File: src/rtl/core/rhtbl_pkg.sv
// ----------------------------------------------------------------------------
// rhtbl_pkg
// Shared types and constants of the reference-counted handle table.
// ----------------------------------------------------------------------------
package rhtbl_pkg;

  localparam int SLOTS      = 256;
  localparam int IDX_BITS   = $clog2(SLOTS);
  localparam int FILL_BITS  = $clog2(SLOTS + 1);
  localparam int VER_BITS   = 8;
  localparam int COUNT_BITS = 16;
  localparam int VALUE_BITS = 64;
  localparam int NAME_BITS  = 128;
  localparam int HALF_BITS  = 64;
  localparam int FUNC_BITS  = 3;
  localparam int STAT_BITS  = 3;

  localparam logic [COUNT_BITS-1:0] COUNT_MAX = '1;

  // request function codes
  typedef enum logic [FUNC_BITS-1:0] {
    FN_ADD      = 3'd0,
    FN_RETAIN   = 3'd1,
    FN_RELEASE  = 3'd2,
    FN_GET      = 3'd3,
    FN_FIND     = 3'd4,
    FN_GET_NAME = 3'd5,
    FN_CLEAR    = 3'd6
  } func_t;

  // result status codes
  typedef enum logic [STAT_BITS-1:0] {
    ST_DONE    = 3'd0,
    ST_STALE   = 3'd1,
    ST_NULL    = 3'd2,
    ST_PRESENT = 3'd3,
    ST_FULL    = 3'd4
  } status_t;

  // one slot entry as stored in the slot memory
  typedef struct packed {
    logic [VER_BITS-1:0]   ver;
    logic [COUNT_BITS-1:0] count;
    logic [NAME_BITS-1:0]  name;
    logic [VALUE_BITS-1:0] value;
  } slot_t;

  localparam int SLOT_BITS = $bits(slot_t);

  // controller states
  typedef enum logic [3:0] {
    S_IDLE,
    S_DECODE,
    S_SCAN_RD,
    S_SCAN_CMP,
    S_ALLOC,
    S_FIFO_WAIT,
    S_REUSE,
    S_HND_EXEC,
    S_RESP
  } state_t;

  // datapath operations
  typedef enum logic [3:0] {
    OP_NONE,
    OP_LATCH,
    OP_SCAN_INIT,
    OP_SCAN_RD,
    OP_SCAN_NEXT,
    OP_ADD_HIT,
    OP_FIND_HIT,
    OP_FIFO_RD,
    OP_REUSE_RD,
    OP_REUSE_WR,
    OP_NEW_WR,
    OP_FULL,
    OP_NULL,
    OP_STALE,
    OP_HND_RD,
    OP_HND_EXEC
  } dp_op_t;

  typedef struct packed {
    dp_op_t op;
    logic   clear;
    logic   resp_load;
  } dp_cmd_t;

  typedef struct packed {
    func_t func;
    logic  null_name;
    logic  idx_ok;
    logic  used_zero;
    logic  scan_hit;
    logic  scan_last;
    logic  free_avail;
    logic  out_free;
  } dp_stat_t;

endpackage

File: src/rtl/core/rhtbl_ctrl.sv
// ----------------------------------------------------------------------------
// rhtbl_ctrl
// Request sequencer: decodes the request and steps the datapath.
// ----------------------------------------------------------------------------
module rhtbl_ctrl (
  input  logic                clk,
  input  logic                rst_n,
  input  logic                in_valid,
  output logic                in_ready,
  input  rhtbl_pkg::dp_stat_t stat,
  output rhtbl_pkg::dp_cmd_t  cmd
);
  import rhtbl_pkg::*;

  state_t state_r, state_nxt;

  // state register
  always_ff @(posedge clk) begin
    if (!rst_n) begin
      state_r <= S_IDLE;
    end else begin
      state_r <= state_nxt;
    end
  end

  // next state
  always_comb begin
    state_nxt = state_r;
    unique case (state_r)
      S_IDLE: begin
        if (in_valid) state_nxt = S_DECODE;
      end
      S_DECODE: begin
        unique case (stat.func) inside
          FN_ADD: begin
            if (stat.null_name) state_nxt = S_RESP;
            else if (stat.used_zero) state_nxt = S_ALLOC;
            else state_nxt = S_SCAN_RD;
          end
          FN_FIND: begin
            if (stat.null_name || stat.used_zero) state_nxt = S_RESP;
            else state_nxt = S_SCAN_RD;
          end
          FN_RETAIN, FN_RELEASE, FN_GET, FN_GET_NAME: begin
            state_nxt = stat.idx_ok ? S_HND_EXEC : S_RESP;
          end
          default: state_nxt = S_RESP;
        endcase
      end
      S_SCAN_RD: state_nxt = S_SCAN_CMP;
      S_SCAN_CMP: begin
        if (stat.scan_hit) state_nxt = S_RESP;
        else if (stat.scan_last) state_nxt = (stat.func == FN_ADD) ? S_ALLOC : S_RESP;
        else state_nxt = S_SCAN_RD;
      end
      S_ALLOC:     state_nxt = stat.free_avail ? S_FIFO_WAIT : S_RESP;
      S_FIFO_WAIT: state_nxt = S_REUSE;
      S_REUSE:     state_nxt = S_RESP;
      S_HND_EXEC:  state_nxt = S_RESP;
      S_RESP: begin
        if (stat.out_free) state_nxt = S_IDLE;
      end
      default: state_nxt = S_IDLE;
    endcase
  end

  // outputs
  always_comb begin
    cmd      = '{op: OP_NONE, clear: 1'b0, resp_load: 1'b0};
    in_ready = 1'b0;
    unique case (state_r)
      S_IDLE: begin
        in_ready = 1'b1;
        if (in_valid) cmd.op = OP_LATCH;
      end
      S_DECODE: begin
        unique case (stat.func) inside
          FN_ADD: begin
            if (stat.null_name) cmd.op = OP_NULL;
            else if (!stat.used_zero) cmd.op = OP_SCAN_INIT;
          end
          FN_FIND: begin
            if (stat.null_name || stat.used_zero) cmd.op = OP_STALE;
            else cmd.op = OP_SCAN_INIT;
          end
          FN_RETAIN, FN_RELEASE, FN_GET, FN_GET_NAME: begin
            cmd.op = stat.idx_ok ? OP_HND_RD : OP_STALE;
          end
          FN_CLEAR: cmd.clear = 1'b1;
          default:  cmd.op = OP_STALE;
        endcase
      end
      S_SCAN_RD: cmd.op = OP_SCAN_RD;
      S_SCAN_CMP: begin
        if (stat.scan_hit) cmd.op = (stat.func == FN_ADD) ? OP_ADD_HIT : OP_FIND_HIT;
        else if (stat.scan_last) cmd.op = (stat.func == FN_ADD) ? OP_NONE : OP_STALE;
        else cmd.op = OP_SCAN_NEXT;
      end
      S_ALLOC: begin
        // reuse a freed slot first, else open a new one
        if (stat.free_avail) cmd.op = OP_FIFO_RD;
        else cmd.op = OP_NEW_WR;
      end
      S_FIFO_WAIT: cmd.op = OP_REUSE_RD;
      S_REUSE:     cmd.op = OP_REUSE_WR;
      S_HND_EXEC:  cmd.op = OP_HND_EXEC;
      S_RESP:      cmd.resp_load = stat.out_free;
      default:     cmd.op = OP_NONE;
    endcase
  end

endmodule

File: config.mk
export PLATFORM = sky130hd
export DESIGN_NAME = rhtbl_ctrl
export DESIGN_NICKNAME = d
export VERILOG_FILES = /design/src/rtl/core/rhtbl_pkg.sv /design/src/rtl/core/rhtbl_ctrl.sv
export SDC_FILE = /design/constraint.sdc
export NUM_CORES = 1
export LEC_CHECK = 0
export ABC_AREA = 1
export BUFFER_PORTS_ARGS = -buffer_cell sky130_fd_sc_hd__buf_2
export CORE_AREA = 4 4 41 43
export CTS_CLUSTER_DIAMETER = 30
export DETAILED_ROUTE_END_ITERATION = 12
export DIE_AREA = 0 0 45 47
export PLACE_DENSITY = 0.68
export SKIP_CTS_REPAIR_TIMING = 1
export SLEW_MARGIN = 10
export SYNTH_ARGS = -nofsm -noshare
export SYNTH_HDL_FRONTEND = slang
export SYNTH_SLANG_ARGS = --single-unit
File: constraint.sdc
create_clock -name clk -period 3.1 [get_ports clk]
set_input_delay 0.155 -clock clk [delete_from_list [all_inputs] [get_ports clk]]
set_output_delay 0.155 -clock clk [all_outputs]
set_load 0.01 [all_outputs]
Yosys cells after proc, flatten, opt, wreduce, memory -nomap -nowiden. Cells that the tools add are included. W data, S select, Z words.

Bits in registers: 4. Bits in latches: 0. RAM bits: 0. Bits in read-only memories: 0. Bits of input ports: 13. Output and inout bits: 7. Logic and storage cells: 51. Memories kept: 0.

Add/sub/neg operators: 0. $mul: 0. Div/mod/pow operators: 0. $lt $le $gt $ge: 0. Equality and inequality tests: 16. Shifts and indexed selects: 0. Muxes and demuxes: 28. Bitwise operators: 0. Reductions and logical operators: 6.

Operators by type and width (count): $pmux W4 S8 (2); $mux W4 (15); $eq A4 B3 Y1 const B (4); $pmux W4 S4 (1); $pmux W4 S3 (1); $eq A3 B3 Y1 const B (3); $eq A4 B2 Y1 const B (2); $eq A3 B2 Y1 const B (2); $mux W2 (3); $mux W1 (5); $eq A4 B1 Y1 const B (1); $eq A4 B4 Y1 const B (1); $logic_not A4 Y1 (1); $ne A2 B2 Y1 const B (2); $reduce_or A4 Y1 (1); $eq A3 B1 Y1 const B (1); $logic_not A3 Y1 (1); $mux W3 (1); $reduce_and A2 Y1 (1); $reduce_or A2 Y1 (1); $logic_or A1 B1 Y1 (1).

Depth between registers and ports, before layout. Gate-level depths: netlist (run 1).

Word-level depth: 5. Gate-level depth with buffers: 9. Mapped depth without buffers: 9.

Worst setup path before layout (run 1). Ideal clock, no wire load.

Path type: flip-flop to output port. Start point: register state_r[1]. End point: output port cmd[2] (netlist name). Arrival time: 0.964 ns. Required time: 2.945 ns. Setup slack: 1.981 ns. Cell stages (with the launch flop): 7. Buffers on the path: 0. Cells stage by stage: dfxtp_1 -> nor2_4 -> inv_2 -> nor2_2 -> nand2_2 -> and3_1 -> nand3_1.

RTL lines: from (decl) (line rhtbl_ctrl.sv:15) `state_t state_r, state_nxt;`; from (signal assigned) (line rhtbl_ctrl.sv:22) `state_r <= state_nxt;`; to (decl) (line rhtbl_ctrl.sv:11) `output rhtbl_pkg::dp_cmd_t cmd`.

==> results.sh, run 1 <==
export IMPL_outcome="completed"
export IMPL_drc_errors=0
export IMPL_n_antenna_cell=0
export IMPL_rsz0062_at_grt="no"
export IMPL_post_dp_hpwl_um=1190
export IMPL_startpoint_type="register"
export IMPL_worst_slew_pin_slew_ns=0.317
export IMPL_hold_end="state_r[3]"
export IMPL_ys_seq_area_frac=0.149
export IMPL_drive_gt1_frac=0.311
export IMPL_fin_skew_ns=0.00220
export IMPL_wl_met1_um=656
export IMPL_worstSetupEndpointType="primary output"
export IMPL_die_w_um=45
export IMPL_cts_tree="done"
export IMPL_whs_path_depth=3
export IMPL_first_pass_iters=4
export IMPL_core_area_um2=1300
export IMPL_holdCritStartpoint="rst_n"
export IMPL_cts_buffer_depth=2
export IMPL_wl_um=1340
export IMPL_detail_route_antenna_nets=0
export IMPL_max_vdd_ir_drop_uv=291
export IMPL_cts_buffers=3
export IMPL_yosys_warnings=0
export IMPL_place_gp_congestion=0.868
export IMPL_top_regs="state_r: 4 flops"
export IMPL_power_density_nw_per_um2=494
export IMPL_syn_area_per_cell_um2=5.55
export IMPL_crit_chain="nor2_4, inv_2, nor2_2, nand2_2, inv_1, a21oi_1, nand3b_1, buf_2"
export IMPL_grtUsageTotal=0.150
export IMPL_antenna_found_initial=0
export IMPL_r2r_end="state_r[3]"
export IMPL_io_buffers=19
export IMPL_cap_violations=0
export IMPL_die_area_um2=2120
export IMPL_synthesis_nets=110
export IMPL_synthCells=97
export IMPL_setup_violations=0
export IMPL_area_growth_pct=25.3
export IMPL_overflow=0
export IMPL_clk_pin_slew_ns=0.04
export IMPL_path_max_fanout=6
export IMPL_power_leakage_nw=0.413
export IMPL_nNetsFinal=134
export IMPL_fmax_ghz=0.644
export IMPL_finalCriticalPeriod_ns=1.55
export IMPL_rows=13
export IMPL_reg2reg_from="state_r[3]"
export IMPL_top_layer="met4"
export IMPL_grt_pass1_wl_um=2380
export IMPL_clockRootBuffer="clkbuf_4"
export IMPL_crit_required_ns=2.94
export IMPL_syn_cell_area_um2=538
export IMPL_finalCritPeriodShare=0.501
export IMPL_hold_path_class="in -> reg"
export IMPL_drt_initial_drc_count=6
export IMPL_max_stage_delay_ns=0.49
export IMPL_initial_core_util=0.413
export IMPL_htreeDepth=1
export IMPL_largest_reg_flops=4
export IMPL_crit_path_top_delay_cell="dfxtp_1"
export IMPL_largest_register="state_r"
export IMPL_finalHoldViolations=0
export IMPL_wl_met2_um=606
export IMPL_dieHeight_um=47
export IMPL_setup_slack_ns=1.55
export IMPL_crit_type="reg -> out"
export IMPL_place_ws_ns=1.78
export IMPL_setup_tns_ns=0
export IMPL_clock_sinks=4
export IMPL_via_per_inst=5.00
export IMPL_io_pins=20
export IMPL_crit_arrival_ns=1.40
export IMPL_synth_seq_cells=4
export IMPL_grt_pass1_vias=601
export IMPL_slew_limit_headroom=0.788
export IMPL_reg2reg_depth=9
export IMPL_vias=670
export IMPL_ys_types=19
export IMPL_r2r_setup_slack_ns=1.90
export IMPL_met3WireLength_um=62
export IMPL_drv_slew=0
export IMPL_routed_wire_length_per_instance_um=10.0
export IMPL_grt_max_degree=7
export IMPL_clk_latency_ns=0.23
==> cells in the mapped netlist <==
cell,n,area (µm²)
o21ai_0,7,35.0
nor2_4,1,11.3
nand3_1,14,70.1
inv_2,2,7.51
nand2_1,20,75.1
inv_1,20,75.1
nand3b_1,1,7.51
o2111ai_1,1,8.76
a21oi_1,6,30.0
nor2_1,5,18.8
nor3_1,1,5.00
nor2_2,4,25.0
nand2_2,3,18.8
nor4_1,1,6.26
dfxtp_1,4,80.1
nor3_2,3,30.0
nand3_2,2,20.0
and3_1,1,6.26
o21bai_1,1,7.51
==> kinds of logic (layout without fill, tap and decap cells) <==
group	after synthesis	count (layout)	share of synthesized area
buf+inv	22	44	0.153
compound gates	15	15	0.151
flops	4	4	0.149
simple gates	56	56	0.547
==> critical path: cells and delay by family (launching register included) <==
family | cells | cell delay (ns)
AO/OA/AOI/OAI | 1 | 0.12
buffers and inverters | 3 | 0.29
AND/OR/NAND/NOR | 4 | 0.27
flip-flops | 1 | 0.49
==> final cells by class <==
class / instances / area (µm²)
clock buffers: 3 / 22.5
fillers: 145 / 627
inverters: 22 / 82.6
multi-input cells: 71 / 375
flip-flops and latches: 4 / 80.1
well taps: 15 / 18.8
repair buffers: 19 / 95.1
==> stage by stage <==
stage | hold slack, ns | cell area, µm² | total power (W) | instances | utilization
after global placement | 0.359 | 652 | 0.000270 | 131 | 0.501
after detailed placement | 0.366 | 652 | 0.000271 | 131 | 0.501
after CTS | 0.118 | 674 | 0.000339 | 134 | 0.518
after global routing | 0.163 | 674 | 0.000370 | 134 | 0.518
after floorplan | 0.253 | 538 | 0.000210 | 97 | -
final | 0.125 | 674 | 0.000333 | 134 | 0.518
==> report_power, final <==
group,total [W],internal (W),switching [W],leakage (nW)
combinational,0.000189,0.0000764,0.000113,0.367
clock,0.0000630,0.0000432,0.0000198,0.0138
sequential,0.0000814,0.0000620,0.0000194,0.0327
total,0.000333,0.000182,0.000152,0.413
==> placed cells by master (no fill, tap or decap) <==
cell	n
nand3_1	14
dfxtp_1	4
o21bai_1	1
nor3_2	3
nand2_2	3
a21oi_1	6
nor4_1	1
inv_1	20
nor2_4	1
o21ai_0	7
nor2_1	5
inv_2	2
nand2_1	20
nand3b_1	1
nor3_1	1
o2111ai_1	1
and3_1	1
clkbuf_4	3
nor2_2	4
buf_2	19
nand3_2	2
==> routing by layer <==
layer,global-route usage,vias up
met1,0.200,293
met4,0.0702,0
met5,0,-
met3,0.0268,2
met2,0.234,15
li1,-,360
==> worst max-delay path by stage <==
stage / start / end
after floorplan: state_r[1] / cmd[2]
after global placement: state_r[0] / cmd[4]
after detailed placement: state_r[0] / cmd[4]
after CTS: state_r[0] / cmd[4]
after global routing: state_r[0] / cmd[4]
final: state_r[0] / cmd[4]
Note: power is estimated with default switching activity, not from simulation.
==> inputs of run 2 (changes only) <==
--- a/config.mk
+++ b/config.mk
@@ -5,7 +5,7 @@
 export SDC_FILE = /design/constraint.sdc
 export NUM_CORES = 1
 export LEC_CHECK = 0
-export ABC_AREA = 1
+export ABC_AREA = 0
 export BUFFER_PORTS_ARGS = -buffer_cell sky130_fd_sc_hd__buf_2
 export CORE_AREA = 4 4 41 43
 export CTS_CLUSTER_DIAMETER = 30
==> constraint.sdc (replaced) <==
create_clock -name clk -period 1.5 [get_ports clk]
set_input_delay 0.075 -clock clk [delete_from_list [all_inputs] [get_ports clk]]
set_output_delay 0.075 -clock clk [all_outputs]
set_load 0.01 [all_outputs]
==> results.sh, run 2 <==
export IMPL_outcome="finished with violations"
export IMPL_violations="negative setup slack"
export IMPL_grtUsageTotal=0.163
export IMPL_clk_latency_ns=0.23
export IMPL_place_ws_ns=-0.0325
export IMPL_place_area_um2=694
export IMPL_hold_end="state_r[3]"
export IMPL_worstSetupEndpointType="primary output"
export IMPL_worst_slew_pin_slew_ns=0.358
export IMPL_syn_cell_area_um2=549
export IMPL_startpoint_type="register"
export IMPL_synthMuxAreaShare=0.0182
export IMPL_wl_um=1800
export IMPL_finalInstanceArea_um2=776
export IMPL_htreeDepth=1
export IMPL_syn_area_per_cell_um2=6.78
export IMPL_initial_core_util=0.422
export IMPL_r2r_setup_slack_ns=0.08
export IMPL_synth_simple_area_share=0.415
export IMPL_reg2reg_depth=5
export IMPL_crit_chain="nand2b_4, or3b_4, o32a_1, a21oi_2, buf_2"
export IMPL_seq_power_share=0.225
export IMPL_grt_max_degree=17
export IMPL_die_w_um=45
export IMPL_gr_usage_met1=0.216
export IMPL_cts_buffer_depth=2
export IMPL_crit_type="reg -> out"
export IMPL_synth_compound_area_share=0.362
export IMPL_crit_required_ns=1.42
export IMPL_cts_buffers=3
export IMPL_area_growth_pct=41.2
export IMPL_largest_reg_flops=4
export IMPL_ys_types=36
export IMPL_ys_flop_type="dfxtp_1"
export IMPL_drive_gt1_frac=0.376
export IMPL_reg2reg_from="state_r[2]"
export IMPL_finalCritPeriodShare=1.10
export IMPL_synth_top_cells_by_count="a21oi_1, nand2b_1, nor2_1, dfxtp_1, o21ai_0"
export IMPL_place_gp_congestion=0.807
export IMPL_synth_adder_area_share=0
export IMPL_rsz0062_at_grt="yes"
export IMPL_grt_pass1_wl_um=2550
export IMPL_crit_arrival_ns=1.58
export IMPL_io_pins=20
export IMPL_synth_async_sr_flop_share=0
export IMPL_setup_slack_ns=-0.155
export IMPL_drt_initial_drc_count=16
export IMPL_via_per_inst=5.90
export IMPL_post_dp_hpwl_um=1240
export IMPL_synthesis_nets=94
export IMPL_synth_seq_cells=4
export IMPL_die_area_um2=2120
export IMPL_synth_top_area_share=0.146
export IMPL_synth_top_family_by_area="simple AND/OR/NAND/NOR gates"
export IMPL_fin_skew_ns=0.00513
export IMPL_cap_violations=0
export IMPL_clk_pin_slew_ns=0.04
export IMPL_drv_slew=0
export IMPL_overflow=0
export IMPL_synthCells=81
export IMPL_holdCritStartpoint="rst_n"
export IMPL_finalHoldViolations=0
export IMPL_power_leakage_nw=0.341
export IMPL_detail_route_antenna_nets=0
export IMPL_setup_violations=3
export IMPL_nNetsFinal=124
export IMPL_power_density_nw_per_um2=732
export IMPL_power_switching_w=0.000212
export IMPL_top_regs="state_r: 4 flops"
export IMPL_final_cell_mix="buf_2, buf_4, a21oi_1"
export IMPL_rows=13
export IMPL_hold_path_class="in -> reg"
export IMPL_largest_register="state_r"
export IMPL_max_vdd_ir_drop_uv=550
export IMPL_ys_seq_area_frac=0.146
export IMPL_clock_sinks=4
export IMPL_clkPwrFrac=0.229
export IMPL_switching_share=0.374
export IMPL_vias=732
export IMPL_met2_usage=0.260
export IMPL_n_antenna_cell=0
export IMPL_synth_xor_xnor_area_share=0
export IMPL_antenna_found_initial=0
export IMPL_dieHeight_um=47
export IMPL_crit_path_top_delay_cell="or3b_4"
export IMPL_grtUsageMet3=0.0651
export IMPL_final_common_cell="buf_2"
export IMPL_finalCriticalPeriod_ns=1.66
export IMPL_path_max_fanout=2
export IMPL_core_area_um2=1300
export IMPL_drc_errors=0
export IMPL_grt_pass1_vias=605
export IMPL_yosys_warnings=0
export IMPL_comb_power_share=0.546
export IMPL_power_internal_w=0.000355
export IMPL_routed_wire_length_per_instance_um=14.5
export IMPL_fill_cells=135
export IMPL_io_buffers=19
export IMPL_slew_limit_headroom=0.759
export IMPL_whs_path_depth=2
export IMPL_r2r_end="state_r[1]"
export IMPL_top_usage_layer="met2"
export IMPL_synth_area_leader_cell="dfxtp_1"
export IMPL_max_stage_delay_ns=0.37
export IMPL_cts_tree="done"
export IMPL_synth_edff_count=0
export IMPL_clockRootBuffer="clkbuf_4"
export IMPL_fmax_ghz=0.604
export IMPL_first_pass_iters=4
export IMPL_ys_top_cells_by_area="dfxtp_1, nand2b_1, a21oi_1"
[run 2: kinds of logic (layout without fill, tap and decap cells)]
group	count (synthesis)	after routing
compound gates	29	29
buf+inv	8	36
flops	4	4
mux	1	1
simple gates	39	39
[run 2: metal layers]
metal / vias to the layer above / part of all wire
li1: 366 / -
met1: 334 / 0.42
met2: 32 / 0.50
met3: 0 / 0.084
met4: 0 / 0
met5: - / 0
[run 2: through the flow]
step           total power [W]  instances  setup TNS [ns]  hold slack [ns]   util
2_1_floorplan         0.000291         81               0            0.192      -
3_3_place_gp          0.000394        117         -0.0198            0.306  0.534
3_5_place_dp          0.000397        117         -0.0325            0.305  0.534
4_1_cts               0.000535        120          -0.585           0.0672  0.551
5_1_grt               0.000609        124          -0.537           0.0691  0.596
6_report              0.000568        124          -0.330           0.0711  0.596
[run 2: worst max path at each step]
stage / start / end / depth (start not counted)
after floorplan: state_r[2] / cmd[5] / 4
after global placement: state_r[2] / cmd[5] / 5
after detailed placement: state_r[2] / cmd[5] / 5
after CTS: state_r[2] / cmd[5] / 5
after global routing: state_r[2] / cmd[5] / 5
final: state_r[2] / cmd[5] / 5
[run 2: cell type report]
type / instances / area [µm²] / area share
clock buffer: 3 / 22.5 / 0.0290
inverter: 3 / 11.3 / 0.0145
multi-input combinational: 69 / 455 / 0.587
sequential: 4 / 82.6 / 0.106
tap: 15 / 18.8 / 0.0242
timing repair buffer: 30 / 185 / 0.239
[run 2: worst max-delay path, delay by kind of cell (launching register included)]
family	cells	cell delay, ns
compound gates	2	0.41
buf+inv	1	0.13
flops	1	0.31
simple gates	2	0.50
[run 2: power groups by stage]
stage                     Sequential, W  Clock [W]  Combinational (W)
after CTS                      0.000122   0.000138           0.000275
after detailed placement       0.000124          0           0.000273
after global routing           0.000128   0.000141           0.000340
after global placement         0.000124          0           0.000271
final                          0.000128   0.000130           0.000310
after floorplan                0.000126          0           0.000164
==> inputs of run 3 (changes only) <==
==> constraint.sdc (replaced) <==
create_clock -name clk -period 1.5 [get_ports clk]
set_input_delay 0.3 -clock clk [delete_from_list [all_inputs] [get_ports clk]]
set_output_delay 0.3 -clock clk [all_outputs]
set_load 0.01 [all_outputs]
==> results.sh, run 3 (synthesized netlist as in run 2, its figures left out) <==
export IMPL_outcome="finished with violations"
export IMPL_violations="negative setup slack"
export IMPL_r2r_setup_slack_ns=0.05
export IMPL_reg2reg_depth=5
export IMPL_final_cell_mix="buf_2, buf_4, nand2b_1, nor2_1"
export IMPL_clock_sinks=4
export IMPL_area_growth_pct=67.7
export IMPL_setup_slack_ns=-0.440
export IMPL_crit_required_ns=1.20
export IMPL_finalCriticalPeriod_ns=1.94
export IMPL_wl_um=1860
export IMPL_largest_register="state_r"
export IMPL_switching_share=0.384
export IMPL_holdCritStartpoint="rst_n"
export IMPL_die_w_um=45
export IMPL_startpoint_type="register"
export IMPL_crit_path_start="state_r[2]"
export IMPL_drv_slew=0
export IMPL_detail_route_antenna_nets=0
export IMPL_die_area_um2=2120
export IMPL_crit_chain="nand2b_4, or3b_4, o32a_1, a21oi_2, buf_2"
export IMPL_crit_arrival_ns=1.64
export IMPL_post_dp_hpwl_um=1410
export IMPL_max_stage_delay_ns=0.38
export IMPL_io_pins=20
export IMPL_first_pass_iters=4
export IMPL_whs_path_depth=2
export IMPL_fin_util=0.708
export IMPL_final_common_cell="buf_2"
export IMPL_fmax_ghz=0.515
export IMPL_n_antenna_cell=0
export IMPL_clk_latency_ns=0.24
export IMPL_grt_max_degree=15
export IMPL_via_per_inst=5.59
export IMPL_multi_input_area_um2=527
export IMPL_max_vdd_ir_drop_uv=356
export IMPL_clkPwrFrac=0.223
export IMPL_power_leakage_nw=0.399
export IMPL_antenna_found_initial=0
export IMPL_finalHoldViolations=0
export IMPL_drc_errors=0
export IMPL_drive_gt1_frac=0.534
export IMPL_overflow=0
export IMPL_htreeDepth=1
export IMPL_seq_power_share=0.209
export IMPL_power_switching_w=0.000244
export IMPL_cts_buffers=3
export IMPL_path_max_fanout=3
export IMPL_crit_path_top_delay_cell="or3b_4"
export IMPL_path_buf_inv=1
export IMPL_grt_pass1_wl_um=2960
export IMPL_place_gp_congestion=0.828
export IMPL_nNetsFinal=133
export IMPL_clockRootBuffer="clkbuf_4"
export IMPL_routed_wire_length_per_instance_um=14.0
export IMPL_core_area_um2=1300
export IMPL_grtUsageTotal=0.196
export IMPL_worst_slew_pin_slew_ns=0.366
export IMPL_drt_initial_drc_count=17
export IMPL_finalInstanceArea_um2=921
export IMPL_rows=13
export IMPL_top_regs="state_r: 4 flops"
export IMPL_crit_type="reg -> out"
export IMPL_clk_pin_slew_ns=0.04
export IMPL_place_area_um2=807
export IMPL_hold_path_class="in -> reg"
export IMPL_comb_power_share=0.568
export IMPL_fill_cells=112
export IMPL_fin_skew_ns=0.00605
export IMPL_power_internal_w=0.000392
export IMPL_slew_limit_headroom=0.754
export IMPL_initial_core_util=0.422
export IMPL_dieHeight_um=47
export IMPL_critPathTopFamily="simple AND/OR/NAND/NOR gates"
export IMPL_seq_area_um2=85.1
export IMPL_finalCritPeriodShare=1.29
export IMPL_grt_pass1_vias=729
export IMPL_io_buffers=19
export IMPL_cts_buffer_depth=2
export IMPL_vias=743
export IMPL_setup_violations=5
export IMPL_power_density_nw_per_um2=691
export IMPL_cap_violations=0
export IMPL_cp_depth=5
export IMPL_largest_reg_flops=4
export IMPL_worstSetupEndpointType="primary output"
export IMPL_rsz0062_at_grt="yes"
export IMPL_cts_tree="done"
export IMPL_reg2reg_from="state_r[2]"
-- run 3: final timing paths --
| kind | endpoint |
|---|---|
| worst max-delay path | cmd[5] |
| worst min-delay path | state_r[3] |
| worst max register to register | state_r[1] |
| worst min register to register | state_r[0] |
-- run 3: metal layers --
layer	vias up	share of wire	global-route usage
li1	382	-	-
met1	331	0.42	0.216
met2	26	0.50	0.336
met3	4	0.065	0.0575
met4	0	0.014	0.111
met5	-	0	0
-- run 3: power groups by stage --
stage | registers, W | logic, W | clock network (W)
2_1_floorplan | 0.000130 | 0.000173 | 0
3_3_place_gp | 0.000129 | 0.000312 | 0
3_5_place_dp | 0.000131 | 0.000315 | 0
4_1_cts | 0.000129 | 0.000318 | 0.000142
5_1_grt | 0.000134 | 0.000395 | 0.000156
6_report | 0.000133 | 0.000362 | 0.000142
-- run 3: worst reg2reg max path, cell delays in order, from the launching register on --
cell	delay, ns
dfxtp_2	0.31
buf_4	0.18
or4b_1	0.52
o21ai_0	0.09
nand3b_1	0.11
a21oi_2	0.16
-- run 3: cell type report --
class / instances / share of cell area
multi-input combinational: 69 / 0.572
timing repair buffer: 39 / 0.279
tap: 15 / 0.0204
sequential: 4 / 0.0924
inverter: 3 / 0.0122
clock buffer: 3 / 0.0245
-- run 3: through the flow --
step           hold slack [ns]  setup WS (ns)  total power, W  TNS, ns  instances
2_1_floorplan            0.417        -0.0757        0.000302   -0.156         81
3_3_place_gp             0.540         -0.189        0.000442   -0.650        130
3_5_place_dp             0.537         -0.219        0.000445   -0.721        130
4_1_cts                  0.302         -0.434        0.000589    -1.66        133
5_1_grt                  0.302         -0.467        0.000685    -1.72        133
6_report                 0.301         -0.440        0.000636    -1.30        133
